--- config.mk ---
export PLATFORM = sky130hd
export DESIGN_NAME = pointer_motion_coalescer
export DESIGN_NICKNAME = d
export VERILOG_FILES = /design/src/design/pmc_pkg.sv /design/src/design/pmc_core.sv /design/src/design/pointer_motion_coalescer.sv
export SDC_FILE = /design/constraint.sdc
export NUM_CORES = 1
export LEC_CHECK = 0
export BUFFER_PORTS_ARGS = -buffer_cell sky130_fd_sc_hd__buf_2
export CAP_MARGIN = 10
export CORE_MARGIN = 5
export CORE_UTILIZATION = 46
export DETAILED_ROUTE_END_ITERATION = 8
export MAX_ROUTING_LAYER = met4
export PLACE_DENSITY_LB_ADDON = 0.25
export SLEW_MARGIN = 20
export SYNTH_ARGS = -nofsm -noshare
export SYNTH_HDL_FRONTEND = slang
export SYNTH_SLANG_ARGS = --single-unit
--- constraint.sdc ---
create_clock -name clk -period 10 [get_ports clk]
set_input_delay 3 -clock clk [delete_from_list [all_inputs] [get_ports clk]]
set_output_delay 3 -clock clk [all_outputs]
set_load 0.1 [all_outputs]
--- src/design/pmc_pkg.sv ---
package pmc_pkg;

	localparam logic [2:0] ACT_MOVE      = 3'd0;
	localparam logic [2:0] ACT_PULL_MOVE = 3'd1;
	localparam logic [2:0] ACT_ENTER     = 3'd2;
	localparam logic [2:0] ACT_LEAVE     = 3'd3;
	localparam logic [2:0] ACT_PULL_IN   = 3'd4;
	localparam logic [2:0] ACT_PULL_OUT  = 3'd5;
	localparam logic [2:0] ACT_DOWN      = 3'd6;
	localparam logic [2:0] ACT_OTHER     = 3'd7;

	localparam logic       REG_IDEAL  = 1'b0;
	localparam logic       REG_EXPIRE = 1'b1;

	localparam logic [15:0] IDEAL_RESET  = 16'd4;
	localparam logic [15:0] EXPIRE_RESET = 16'd24;

	typedef struct packed {
		logic [31:0]        time_ms;
		logic [2:0]         action;
		logic               is_touchpad;
		logic [7:0]         pointer_id;
		logic signed [15:0] raw_dx;
		logic signed [15:0] raw_dy;
	} pmc_in_t;

	typedef struct packed {
		logic [2:0]         out_action;
		logic               out_touchpad;
		logic [7:0]         out_pointer_id;
		logic signed [31:0] out_dx;
		logic signed [31:0] out_dy;
	} pmc_out_t;

	function automatic logic signed [31:0] sat_add(input logic signed [31:0] a,
		input logic signed [15:0] b);
		logic [32:0] s;
		logic signed [31:0] r;
		s = {a[31], a} + {{17{b[15]}}, b};
		if (s[32] != s[31]) begin
			r = s[32] ? {1'b1, 31'd0} : {1'b0, {31{1'b1}}};
		end else begin
			r = s[31:0];
		end
		return r;
	endfunction

endpackage

--- src/design/pmc_core.sv ---
module pmc_core import pmc_pkg::*; (
	input  logic        clk,
	input  logic        arst_n,
	input  logic        cfg_wr_en,
	input  logic        cfg_index,
	input  logic [15:0] cfg_data,
	input  logic        step_en,
	input  pmc_in_t     item,
	output logic        emit,
	output pmc_out_t    result
);

	logic [15:0]        ideal_q;
	logic [15:0]        expire_q;
	logic signed [31:0] sum_dx_q;
	logic signed [31:0] sum_dy_q;
	logic [31:0]        last_emit_q;
	logic               emitted_q;
	logic               pending_q;
	logic [31:0]        oldest_q;
	logic [31:0]        newest_q;

	logic               dropped;
	logic               expired;
	logic               pend;
	logic               special;
	logic               interval;
	logic               duration;
	logic               fire;
	logic [31:0]        age_new;
	logic [31:0]        age_emit;
	logic [31:0]        age_old;
	logic signed [31:0] nsum_dx;
	logic signed [31:0] nsum_dy;

	always_comb begin
		dropped  = (item.action >= ACT_ENTER) && (item.action <= ACT_PULL_OUT);
		age_new  = item.time_ms - newest_q;
		age_emit = item.time_ms - last_emit_q;
		age_old  = item.time_ms - oldest_q;
		expired  = age_new > {16'd0, expire_q};
		pend     = pending_q && !expired;
		special  = (item.action != ACT_MOVE) && (item.action != ACT_PULL_MOVE);
		interval = !emitted_q || (age_emit >= {16'd0, ideal_q});
		duration = pend && (age_old >= {16'd0, ideal_q});
		fire     = special || interval || duration;
		nsum_dx  = sat_add(sum_dx_q, item.raw_dx);
		nsum_dy  = sat_add(sum_dy_q, item.raw_dy);
		emit     = !dropped && (item.is_touchpad || fire);
	end

	always_comb begin
		result.out_action     = item.action;
		result.out_touchpad   = item.is_touchpad;
		result.out_pointer_id = item.pointer_id;
		if (item.is_touchpad) begin
			result.out_dx = {{16{item.raw_dx[15]}}, item.raw_dx};
			result.out_dy = {{16{item.raw_dy[15]}}, item.raw_dy};
		end else begin
			result.out_dx = nsum_dx;
			result.out_dy = nsum_dy;
		end
	end

	always_ff @(posedge clk or negedge arst_n) begin
		if (!arst_n) begin
			ideal_q  <= IDEAL_RESET;
			expire_q <= EXPIRE_RESET;
		end else if (cfg_wr_en) begin
			case (cfg_index)
				REG_IDEAL:  ideal_q  <= cfg_data;
				REG_EXPIRE: expire_q <= cfg_data;
				default:    ideal_q  <= ideal_q;
			endcase
		end
	end

	always_ff @(posedge clk or negedge arst_n) begin
		if (!arst_n) begin
			sum_dx_q    <= '0;
			sum_dy_q    <= '0;
			last_emit_q <= '0;
			emitted_q   <= 1'b0;
			pending_q   <= 1'b0;
			oldest_q    <= '0;
			newest_q    <= '0;
		end else if (step_en && !dropped) begin
			pending_q <= pend;
			if (!item.is_touchpad) begin
				if (fire) begin
					pending_q   <= 1'b0;
					last_emit_q <= item.time_ms;
					emitted_q   <= 1'b1;
					sum_dx_q    <= '0;
					sum_dy_q    <= '0;
				end else begin
					sum_dx_q  <= nsum_dx;
					sum_dy_q  <= nsum_dy;
					pending_q <= 1'b1;
					newest_q  <= item.time_ms;
					if (!pend) begin
						oldest_q <= item.time_ms;
					end
				end
			end
		end
	end

endmodule

--- src/design/pointer_motion_coalescer.sv ---
// channel   direction  handshake            word
// in        input      in_valid / in_stall   in_word (pmc_in_t)
// out       output     out_valid / out_stall out_word (pmc_out_t)
// cfg       input      cfg_wr_en             cfg_index, cfg_data
//
// one word per cycle sustained while the output is not stalled
// the input register feeds the coalescing logic, which writes the result register
// config registers reset to ideal 4 ms and expiry 24 ms, all run state clears
// a stalled result holds the input register; stall on the input follows at once
module pointer_motion_coalescer import pmc_pkg::*; (
	input  logic        clk,
	input  logic        arst_n,
	input  logic        in_valid,
	output logic        in_stall,
	input  pmc_in_t     in_word,
	output logic        out_valid,
	input  logic        out_stall,
	output pmc_out_t    out_word,
	input  logic        cfg_wr_en,
	input  logic        cfg_index,
	input  logic [15:0] cfg_data
);

	logic     valid_s1;
	pmc_in_t  word_s1;
	logic     valid_s2;
	pmc_out_t word_s2;
	logic     advance;
	logic     emit;
	pmc_out_t result;

	assign advance  = !valid_s2 || !out_stall;
	assign in_stall = valid_s1 && !advance;

	always_ff @(posedge clk or negedge arst_n) begin
		if (!arst_n) begin
			valid_s1 <= 1'b0;
		end else if (!in_stall) begin
			valid_s1 <= in_valid;
		end
	end

	always_ff @(posedge clk) begin
		if (!in_stall && in_valid) begin
			word_s1 <= in_word;
		end
	end

	pmc_core u_core (
		.clk       (clk),
		.arst_n    (arst_n),
		.cfg_wr_en (cfg_wr_en),
		.cfg_index (cfg_index),
		.cfg_data  (cfg_data),
		.step_en   (valid_s1 && advance),
		.item      (word_s1),
		.emit      (emit),
		.result    (result)
	);

	always_ff @(posedge clk or negedge arst_n) begin
		if (!arst_n) begin
			valid_s2 <= 1'b0;
		end else if (advance) begin
			valid_s2 <= valid_s1 && emit;
		end
	end

	always_ff @(posedge clk) begin
		if (advance && valid_s1 && emit) begin
			word_s2 <= result;
		end
	end

	assign out_valid = valid_s2;
	assign out_word  = word_s2;

endmodule

==> impl_results.md, run 1 <==
* Outcome: complete, no violations
* Most frequent cell after synthesis: nand2_1
* Layout Utilization at 0.5254
* Crit path kind: flip-flop to flip-flop
* Syn. warnings at 0
* Final hold viol count at 0
* Hold-fix buffers at CTS at 0
* Syn Nets at 2768
* CTS root buf: clkbuf_16
* Clock net sink count at 348
* Global-route wire length before repair at 102.9 mm
* Crit Path Max Fanout at 64
* Crit-path slowest cell: buf_4
* Sequential fraction of the synthesis area at 0.4042
* Depth of the most critical reg-to-reg path at 24
* Crit path capture type: flip-flop
* RSZ-0062 raised after global routing: no
* Clk pin slew, worst setup/hold paths at 0.06 ns
* Layout cells sized above 1 at 0.1376
* FFs w/ async S/R, synth at 0.5632
* # DRC at 0
* DR iter-0 viols at 1569
* H-tree depth at 2
* R2R Setup Slk at 2.96 ns
* Inserted Diodes at 0
* Final Skew at 0.03175 ns
* Die ar. at 0.05557 mm2
* Placeable Area at 0.05027 mm2
* Post-CTS setup buffers at 0
* CTS max path bufs at 3
* Initial Utilization at 0.4662
* Worst setup SP type: flip-flop
* Required time worst endpoint at 10.20 ns
* CP max stage delay at 0.66 ns
* Family with the most delay on the worst path: compound AO/OA/AOI/OAI gates
* Vias per cell at 5.807
* Vias post-DR at 19176
* Post-route ant nets at 0
* Core Rows at 82
* CTS tree: yes
* Worst slew margin at 0.2711
* Cell Chain, Critical Path: ha_1 > o211ai_1 > a21oi_1 > o21ai_0 > nand2b_1 > a21oi_1 > nor2b_1 > o21ai_0 > nand2b_1 > a21o_1 > a21oi_1 > xnor2_1 > ha_1 > nor2b_1 > o21ai_0 > o21ai_0 > o31ai_1 > nand4_1 > nor4_1 > nand4b_1 > o31ai_4 > buf_4 > o21ba_4 > buf_4
* Cells after synthesis at 2456
* Dpl hpwl at 47.68 mm
* I/O Buffers at 175
* CTS Buf Count at 42
* Crit path time final at 7.045 ns
* Max-slew violations at 0
* Share of the synthesized area in the top cell type at 0.2061
* Tightest Hold Check Type: flip-flop to flip-flop
* RR Endpoint: out_word[51]
* Gr usage total at 0.2310
* IO Count at 176
* Pwr/cell area at 187.2 mW/mm2
* Final WL at 64.52 mm
* Max-capacitance violation count at 0
* Post-CTS sizing at 0
* Grt ovf at 0
* Setup_tns at 0 ns
* Most used cell, CP: o21ai_0
* Startpoint of the worst hold path: word_s1[36]
* Post-synth EDFFs at 152
* Leading area contributor after synthesis: dfrtp_1
* Antenna violations before repair at 1
* Top post-synthesis cells by count: 239 x nand2_1, 209 x ha_1, 197 x a21oi_1, 197 x o21ai_0, 193 x dfrtp_1
* Worst r2r src: word_s1[46]
* Number of global-route vias before repair at 18922
* Syn_area_per_cell at 9.543 um2
* Synthesized cell area at 0.02344 mm2
* Main synth FF type: dfrtp_1
* Worst Path Buf+Inv at 2
* Placer Congestion at 0.9322
* Clk Latency, worst-skew pair at 0.59 ns
* Die width at 235.7 um
* Worst hold path cell count at 0
* Setup violations, final at 0
* CP arrival at 7.24 ns
* Max VDD drop at 0.1316 mV
* Peak Freq at 142.0 MHz
* Nets at 2909
* Die height at 235.7 um
* Synth Register Bits at 348
* Layout area overhead at 12.69%
* Top cells by area, synth: dfrtp_1 21%, edfxtp_1 19%, ha_1 11%, a21oi_1 4.2%, o21ai_0 4.2%
* Transition time of the tightest slew-check pin at 1.089 ns
* DR WL/cell at 19.54 um
* WHS Endpoint: out_word[68]
* Largest net degree at the start of global routing at 106
* Distinct cells, synth at 90
* First-pass iteration count of the detailed router at 5
* Leak at 0.01153 uW
* Tcrit/Tclk final at 0.7045
-- flip-flops by register name, summed over array words and instances (netlist names) --
name                count
out_word               76
u_core.ideal_q         16
word_s1                76
u_core.expire_q        16
u_core.emitted_q        1
u_core.oldest_q        32
u_core.last_emit_q     32
out_valid               1
u_core.pending_q        1
u_core.sum_dy_q        32
u_core.sum_dx_q        32
valid_s1                1
u_core.newest_q        32
-- worst reg2reg max path: cells and delay by family, from the launching register on --
family	cells	cell delay [ns]
DFF	1	0.49
buffers and inverters	2	1.26
adders and majority gates	2	0.67
AOI/OAI and AO/OA	12	2.88
xor gates and xnor gates	1	0.17
and+or+nand+nor	7	1.15
-- stage by stage --
step / total power [uW] / hold WS, ns / instances / worst slack, ns / area (um2)
after floorplan: 2891 / 0.4003 / 2456 / 3.272 / 23440
after CTS: 4983 / 0.4124 / 3302 / 2.840 / 26410
after detailed placement: 3308 / 0.4045 / 3225 / 2.879 / 24900
after global routing: 5223 / 0.4203 / 3302 / 2.433 / 26410
after global placement: 3287 / 0.4019 / 3225 / 2.998 / 24900
final: 4945 / 0.4151 / 3302 / 2.955 / 26410
-- power breakdown --
| group | switching (uW) | total [uW] | internal [uW] |
|---|---|---|---|
| combinational | 1050 | 1580 | 534 |
| clock | 635 | 1650 | 1010 |
| sequential | 75.1 | 1710 | 1640 |
| total | 1760 | 4940 | 3180 |
-- cells by family after synthesis --
group                    Yosys count  share of synthesized area
AO/OA/AOI/OAI                    785                     0.2178
XOR/XNOR                         112                    0.04185
adder cells (fa/ha/maj)          214                     0.1158
buffers and inverters            267                    0.04399
flip-flops                       348                     0.4042
multiplexers                     105                    0.04991
AND/OR/NAND/NOR                  625                     0.1264
-- per-layer routing --
metal	part of all wire	global-route usage	vias to the layer above
met1	0.44	0.2950	9289
li1	-	-	9326
met4	0.021	0.05577	0
met5	0	-	-
met2	0.49	0.3928	480
met3	0.048	0.03104	81
-- how the worst max path moves through the flow --
| stage | startpoint | end | slack, ns | depth (start not counted) |
|---|---|---|---|---|
| after detailed placement | word_s1[46] | out_word[43] | 2.88 | 24 |
| after CTS | word_s1[46] | out_word[44] | 2.84 | 24 |
| after floorplan | out_stall | in_stall | 3.27 | 2 |
| after global placement | word_s1[46] | out_word[41] | 3.00 | 24 |
| final | word_s1[46] | out_word[51] | 2.96 | 24 |
| after global routing | word_s1[46] | out_word[46] | 2.43 | 24 |
-- area by class of cell --
class                      instances  area [um2]
clock buffer                      58        1181
clock inverter                    19       322.8
fill                            4601       23860
inverter                         177       664.4
multi-input combinational       1841       12950
sequential                       348        9473
tap                              672       840.8
timing repair buffer             187       978.4
-- cell usage in the layout, fill, tap and decap left out, types with 11 or more instances in the layout --
cell type and instances:
nor2_1 134, a31oi_1 18, and3_1 12, ha_1 209
or3_1 12, nand4_1 32, nor2b_1 17, nand3_1 42
clkbuf_16 42, nor3_1 33, buf_2 174, o21a_1 60
and2_1 16, o21bai_1 20, a21oi_1 197, nand2_1 239
o2111ai_1 14, a211oi_1 30, o211ai_1 26, xnor2_1 70
o31a_1 12, nand2b_1 29, xor2_1 42, edfxtp_1 152
dfrtp_1 193, mux2_1 28, o31ai_1 47, inv_1 175
buf_4 11, a21o_1 58, a211o_1 15, mux2_2 67
o21ai_0 197
(Power assumes the default switching activity.)
==> run 2, diff against run 1 <==
- clock period: 10 -> 6.4 ns (I/O delays scaled with it)
==> impl_results.md, run 2 (synthesis results as in run 1) <==
* Pwr/cell area at 284.2 mW/mm2 (+52%)
* Met2 wire length at 30.59 mm (-3.1%)
* Vias post-DR at 19179 (+0.016%)
* Tcrit/Tclk final at 0.9356 (+0.2311)
* Gr usage total at 0.2267 (-0.004242)
* Most frequent cells in the layout: 239 x nand2_1, 209 x ha_1, 197 x a21oi_1, 197 x o21ai_0, 193 x dfrtp_1
* Clock net sink count at 348 (unchanged)
* Commonest non-fill, non-tap cell in the layout: nand2_1
* Final hold viol count at 0 (unchanged)
* CTS max path bufs at 3 (unchanged)
* DR WL met3 at 2.971 mm (-4.6%)
* Clk Latency, worst-skew pair at 0.58 ns (about the same)
* Layout area overhead at 13.26%
* Placeable Area at 0.05027 mm2 (unchanged)
* Crit path time final at 5.988 ns (-1.057 ns)
* IO Count at 176 (unchanged)
* Core Rows at 82 (unchanged)
* Final Skew at 0.02821 ns (-0.003536 ns)
* Cell Chain, Critical Path: ha_1 > nand3_1 > a211oi_1 > o21ai_0 > nand2_1 > a41oi_1 > xnor2_1 > ha_1 > or4b_2 > a21oi_1 > o21ai_0 > a211o_1 > a211o_1 > nor4b_1 > o2111a_1 > nand4b_1 > nor4bb_2 > nand3_1 > buf_12 > mux2_2
* Worst slew margin at 0.3260 (+0.05495)
* Final WL at 63.32 mm (-1.9%)
* I/O Buffers at 175 (unchanged)
* Setup_tns at 0 ns (unchanged)
* Max-slew violations at 0 (unchanged)
* Die height at 235.7 um (unchanged)
* Crit path kind: flip-flop to flip-flop
* CTS tree: yes
* Crit path capture type: flip-flop
* Dpl hpwl at 47.38 mm (-0.63%)
* Hold WS at 0.4151 ns (+0.000006000 ns)
* CP arrival at 6.43 ns (-0.81 ns)
* Initial Utilization at 0.4662 (unchanged)
* Uppermost layer routed: met4
* Die width at 235.7 um (unchanged)
* Largest net degree at the start of global routing at 115 (+8.5%)
* Number of global-route vias before repair at 18836 (-0.45%)
* Peak Freq at 167.0 MHz (+18%)
* Grt ovf at 0 (unchanged)
* WL met1 at 28.09 mm (-1.2%)
* Outcome: complete, no violations
* Layout cells sized above 1 at 0.1412 (+0.003596)
* Max-capacitance violation count at 0 (unchanged)
* Inserted Diodes at 0 (unchanged)
* Post-route ant nets at 0 (unchanged)
* CP max stage delay at 0.68 ns (+0.02 ns)
* First-pass iteration count of the detailed router at 5 (unchanged)
* Vias per cell at 5.777 (-0.53%)
* Crit-path slowest cell: or4b_2
* Fillers at 4615 (+0.30%)
* Worst setup SP type: flip-flop
* Max VDD drop at 0.2305 mV (+75%)
* Family with the most delay on the worst path: simple AND/OR/NAND/NOR gates
* Nets at 2928 (+0.65%)
* Transition time of the tightest slew-check pin at 1.009 ns (-0.08085 ns)
* DR WL/cell at 19.07 um (-2.4%)
* DR iter-0 viols at 1129 (-28%)
* Required time worst endpoint at 6.84 ns (-3.36 ns)
* Post-CTS setup buffers at 0 (unchanged)
* Clk pin slew, worst setup/hold paths at 0.06 ns (about the same)
* CTS Buf Count at 41 (-2.4%)
* Die ar. at 0.05557 mm2 (unchanged)
* Tightest Hold Check Type: flip-flop to flip-flop
* Antenna violations before repair at 2 (+1)
* Worst Path Buf+Inv at 1 (-1)
* # DRC at 0 (unchanged)
* Setup violations, final at 0 (unchanged)
* Leak at 0.01160 uW (+0.61%)
* Placer Congestion at 0.9382 (+0.64%)
* Crit Path Max Fanout at 24 (-63%)
* H-tree depth at 2 (unchanged)
* CTS root buf: clkbuf_16
* Global-route wire length before repair at 101.2 mm (-1.7%)
* RSZ-0062 raised after global routing: no
[run 2: cell types whose count changed in the layout (fill, tap and decap cells not counted), moves of 2 or more]
cell and change:
buf_12 +5, bufinv_16 -2, clkinv_8 -2, clkinv_1 +2, clkbuf_8 -2, clkbuf_1 +6, clkinv_2 -6, inv_6 +3
buf_4 +15
[run 2: final timing paths]
path | start | end | slack [ns] | depth (start not counted)
worst max register to register | word_s1[49] | u_core.oldest_q[30] | 0.41 | 20
worst min register to register | word_s1[41] | out_word[73] | 0.42 | 0
worst max-delay path | word_s1[49] | u_core.oldest_q[30] | 0.41 | 20
max in group asynchronous | arst_n | u_core.oldest_q[20] | 3.92 | 2
min in group asynchronous | arst_n | u_core.sum_dx_q[7] | 1.40 | 1
worst min-delay path | word_s1[41] | out_word[73] | 0.42 | 0
[run 2: repair_timing]
| item | 4_1_cts | 5_1_grt |
|---|---|---|
| hold buffers | 0 | 0 |
| gates resized for setup | 0 | 4 |
| setup endpoints to repair | 0 | 130 |
| endpoints found under the hold margin | 0 | 0 |
[run 2: power by group]
part           total (uW)  internal [uW]  switching [uW]
Clock                2400           1450             949
Sequential           2670           2560             112
Combinational        2470            848            1630
[run 2: per-layer routing]
| layer | up-vias | global-route usage |
|---|---|---|
| li1 | 9362 | - |
| met1 | 9275 | 0.2923 |
| met2 | 447 | 0.3767 |
| met3 | 95 | 0.03128 |
| met4 | 0 | 0.06510 |
| met5 | - | - |
[run 2: cell type report]
cell class,instances,area (um2),share of cell area
Multi-Input combinational cell,1841,12990,0.4892
Sequential cell,348,9473,0.3569
Timing Repair Buffer,207,1207,0.04548
Inverter,177,664.4,0.02503
Clock buffer,61,1151,0.04336
Tap cell,672,840.8,0.03167
Clock inverter,14,224.0,0.008437
[run 2: per-stage QoR]
step / instance area (um2) / utilization / power [uW] / std cells / setup slack [ns]
2_1_floorplan: 23440 / - / 4517 / 2456 / 0.8182
3_3_place_gp: 25110 / 0.4994 / 5120 / 3244 / 0.3832
3_5_place_dp: 25110 / 0.4994 / 5147 / 3244 / 0.3633
4_1_cts: 26480 / 0.5268 / 7579 / 3319 / 0.2958
5_1_grt: 26550 / 0.5280 / 7974 / 3320 / 0.01537
6_report: 26550 / 0.5280 / 7544 / 3320 / 0.4123
==> run 3, diff against run 2 <==
- CAP_MARGIN: 10 -> default
- clock period: 6.4 -> 6.59 ns (I/O delays scaled with it)
==> impl_results.md, run 3 (synthesis results as in run 1) <==
* RSZ-0062 raised after global routing: no
* Logic pwr share at 0.328 (about the same)
* Die height at 235.7 um (unchanged)
* CTS Buf Count at 40 (-2.4%)
* Crit path kind: flip-flop to flip-flop
* Net Sw Power at 2612 uW (-2.8%)
* Setup violations, final at 0 (unchanged)
* Vias post-DR at 19365 (+0.97%)
* Inserted Diodes at 0 (unchanged)
* Clk Latency, worst-skew pair at 0.59 ns (about the same)
* Grt ovf at 0 (unchanged)
* Clock net sink count at 348 (unchanged)
* Transition time of the tightest slew-check pin at 1.048 ns (+0.03904 ns)
* Required time worst endpoint at 6.92 ns (+0.08 ns)
* Number of global-route vias before repair at 19045 (+1.1%)
* CTS root buf: clkbuf_16
* DR iter-0 viols at 1254 (+11%)
* Pwr/cell area at 277.1 mW/mm2 (-2.5%)
* Placer Congestion at 0.9517 (+1.4%)
* Max-capacitance violation count at 0 (unchanged)
* Tightest Hold Check Type: flip-flop to flip-flop
* CTS tree: yes
* DR WL/cell at 19.24 um (+0.89%)
* Max-slew violations at 0 (unchanged)
* # DRC at 0 (unchanged)
* I/O Buffers at 175 (unchanged)
* Gr usage total at 0.2282 (+0.001444)
* Antenna violations before repair at 2 (unchanged)
* Final hold viol count at 0 (unchanged)
* Global-route wire length before repair at 101.8 mm (+0.53%)
* Worst setup SP type: flip-flop
* First-pass iteration count of the detailed router at 5 (unchanged)
* Layout cells sized above 1 at 0.1400 (-0.001193)
* IO Count at 176 (unchanged)
* Die width at 235.7 um (unchanged)
* Worst slew margin at 0.2985 (-0.02756)
* Placeable Area at 0.05027 mm2 (unchanged)
* Final Skew at 0.03774 ns (+0.009530 ns)
* Die ar. at 0.05557 mm2 (unchanged)
* Internal power at 4725 uW (-2.7%)
* Leak at 0.01158 uW (-0.17%)
* Core Rows at 82 (unchanged)
* Vias per cell at 5.843 (+1.2%)
* Post-CTS setup buffers at 0 (unchanged)
* Final instance area at 0.02648 mm2 (-0.24%)
* Outcome: complete, no violations
* Final WL at 63.76 mm (+0.70%)
* Crit path time final at 6.032 ns (+0.04409 ns)
* Commonest non-fill, non-tap cell in the layout: nand2_1
* CP arrival at 6.36 ns (-0.07 ns)
* Most frequent cells in the layout: 239 x nand2_1, 209 x ha_1, 197 x a21oi_1, 197 x o21ai_0, 193 x dfrtp_1
* Nets at 2922 (-0.20%)
* Clk pin slew, worst setup/hold paths at 0.06 ns (about the same)
* Crit Path Max Fanout at 37 (+54%)
* Crit path capture type: flip-flop
* Hold-fix buffers at CTS at 0 (unchanged)
* Layout area overhead at 12.99%
* Max VDD drop at 0.2065 mV (-10%)
* Dpl hpwl at 47.65 mm (+0.57%)
* Cell Area, Placed at 0.02509 mm2 (about the same)
* H-tree depth at 2 (unchanged)
* Switching Share at 0.3560 (about the same)
* Post-CTS sizing at 0 (unchanged)
* Setup_tns at 0 ns (unchanged)
* CTS max path bufs at 3 (unchanged)
* Flop pwr share at 0.353 (about the same)
* Peak Freq at 165.8 MHz (-0.73%)
* Largest net degree at the start of global routing at 119 (+3.5%)
* Clk pwr share at 0.319 (about the same)
* Post-route ant nets at 0 (unchanged)
* Initial Utilization at 0.4662 (unchanged)
* Tcrit/Tclk final at 0.9153 (-0.02028)
[run 3: cell count changes in the layout (fill, tap and decap cells not counted), sizes merged]
cell / delta
clkinv: +6
clkbuf: -1
clkinvlp: -1
buf: -5
bufinv: -1
inv: -4
[run 3: per-stage QoR]
| stage | power [uW] | hold WS (ns) | util | setup slack, ns | std cells |
|---|---|---|---|---|---|
| final | 7337 | 0.3994 | 0.5268 | 0.5582 | 3314 |
| after global routing | 7740 | 0.4008 | 0.5268 | 0.1036 | 3314 |
| after CTS | 7398 | 0.3951 | 0.5267 | 0.5964 | 3314 |
| after detailed placement | 5017 | 0.4045 | 0.4991 | 0.6418 | 3240 |
| after global placement | 4980 | 0.4012 | 0.4991 | 0.7640 | 3240 |
| after floorplan | 4387 | 0.4003 | - | 1.008 | 2456 |
[run 3: worst paths after layout]
| path | startpoint | to | slack, ns | cells past startpoint |
|---|---|---|---|---|
| setup / recovery | word_s1[50] | out_word[22] | 0.56 | 18 |
| setup reg to reg | word_s1[50] | out_word[22] | 0.56 | 18 |
| hold / removal | word_s1[36] | out_word[68] | 0.40 | 0 |
| min in group asynchronous | arst_n | u_core.sum_dx_q[7] | 1.42 | 1 |
| hold reg to reg | word_s1[36] | out_word[68] | 0.40 | 0 |
| max in group asynchronous | arst_n | u_core.oldest_q[22] | 4.01 | 2 |
[run 3: power groups by stage]
stage	Sequential, uW	Clock, uW	Combinational, uW
final	2590	2340	2410
after detailed placement	2630	0	2390
after floorplan	2910	0	1470
after global placement	2620	0	2360
after global routing	2610	2490	2640
after CTS	2590	2410	2400
[run 3: worst max-delay path, stage by stage, from the launching register on]
cell,delay (ns)
edfxtp_1,0.48
ha_1,0.42
a21oi_1,0.18
o21ai_0,0.16
o21ai_0,0.41
nand2_1,0.16
a41oi_1,0.26
xnor2_1,0.09
ha_1,0.19
or4b_2,0.68
a21oi_1,0.17
o2111ai_1,0.12
or4_1,0.49
a2111oi_0,0.42
nand4_1,0.21
nor4_2,0.43
o31ai_4,0.18
o21ba_4,0.40
buf_4,0.28
[run 3: routing by layer]
layer / up-vias / share of wire / track usage
li1: 9349 / - / -
met4: 0 / 0.026 / 0.05964
met2: 530 / 0.48 / 0.3785
met3: 116 / 0.052 / 0.03714
met1: 9370 / 0.44 / 0.2935
met5: - / 0 / -
[run 3: layout make-up]
type / instances / area, um2
Sequential cell: 348 / 9473
Inverter: 177 / 664.4
Clock buffer: 60 / 1209
Clock inverter: 14 / 178.9
Fill cell: 4679 / 23790
Tap cell: 672 / 840.8
Multi-Input combinational cell: 1841 / 12950
Timing Repair Buffer: 202 / 1166
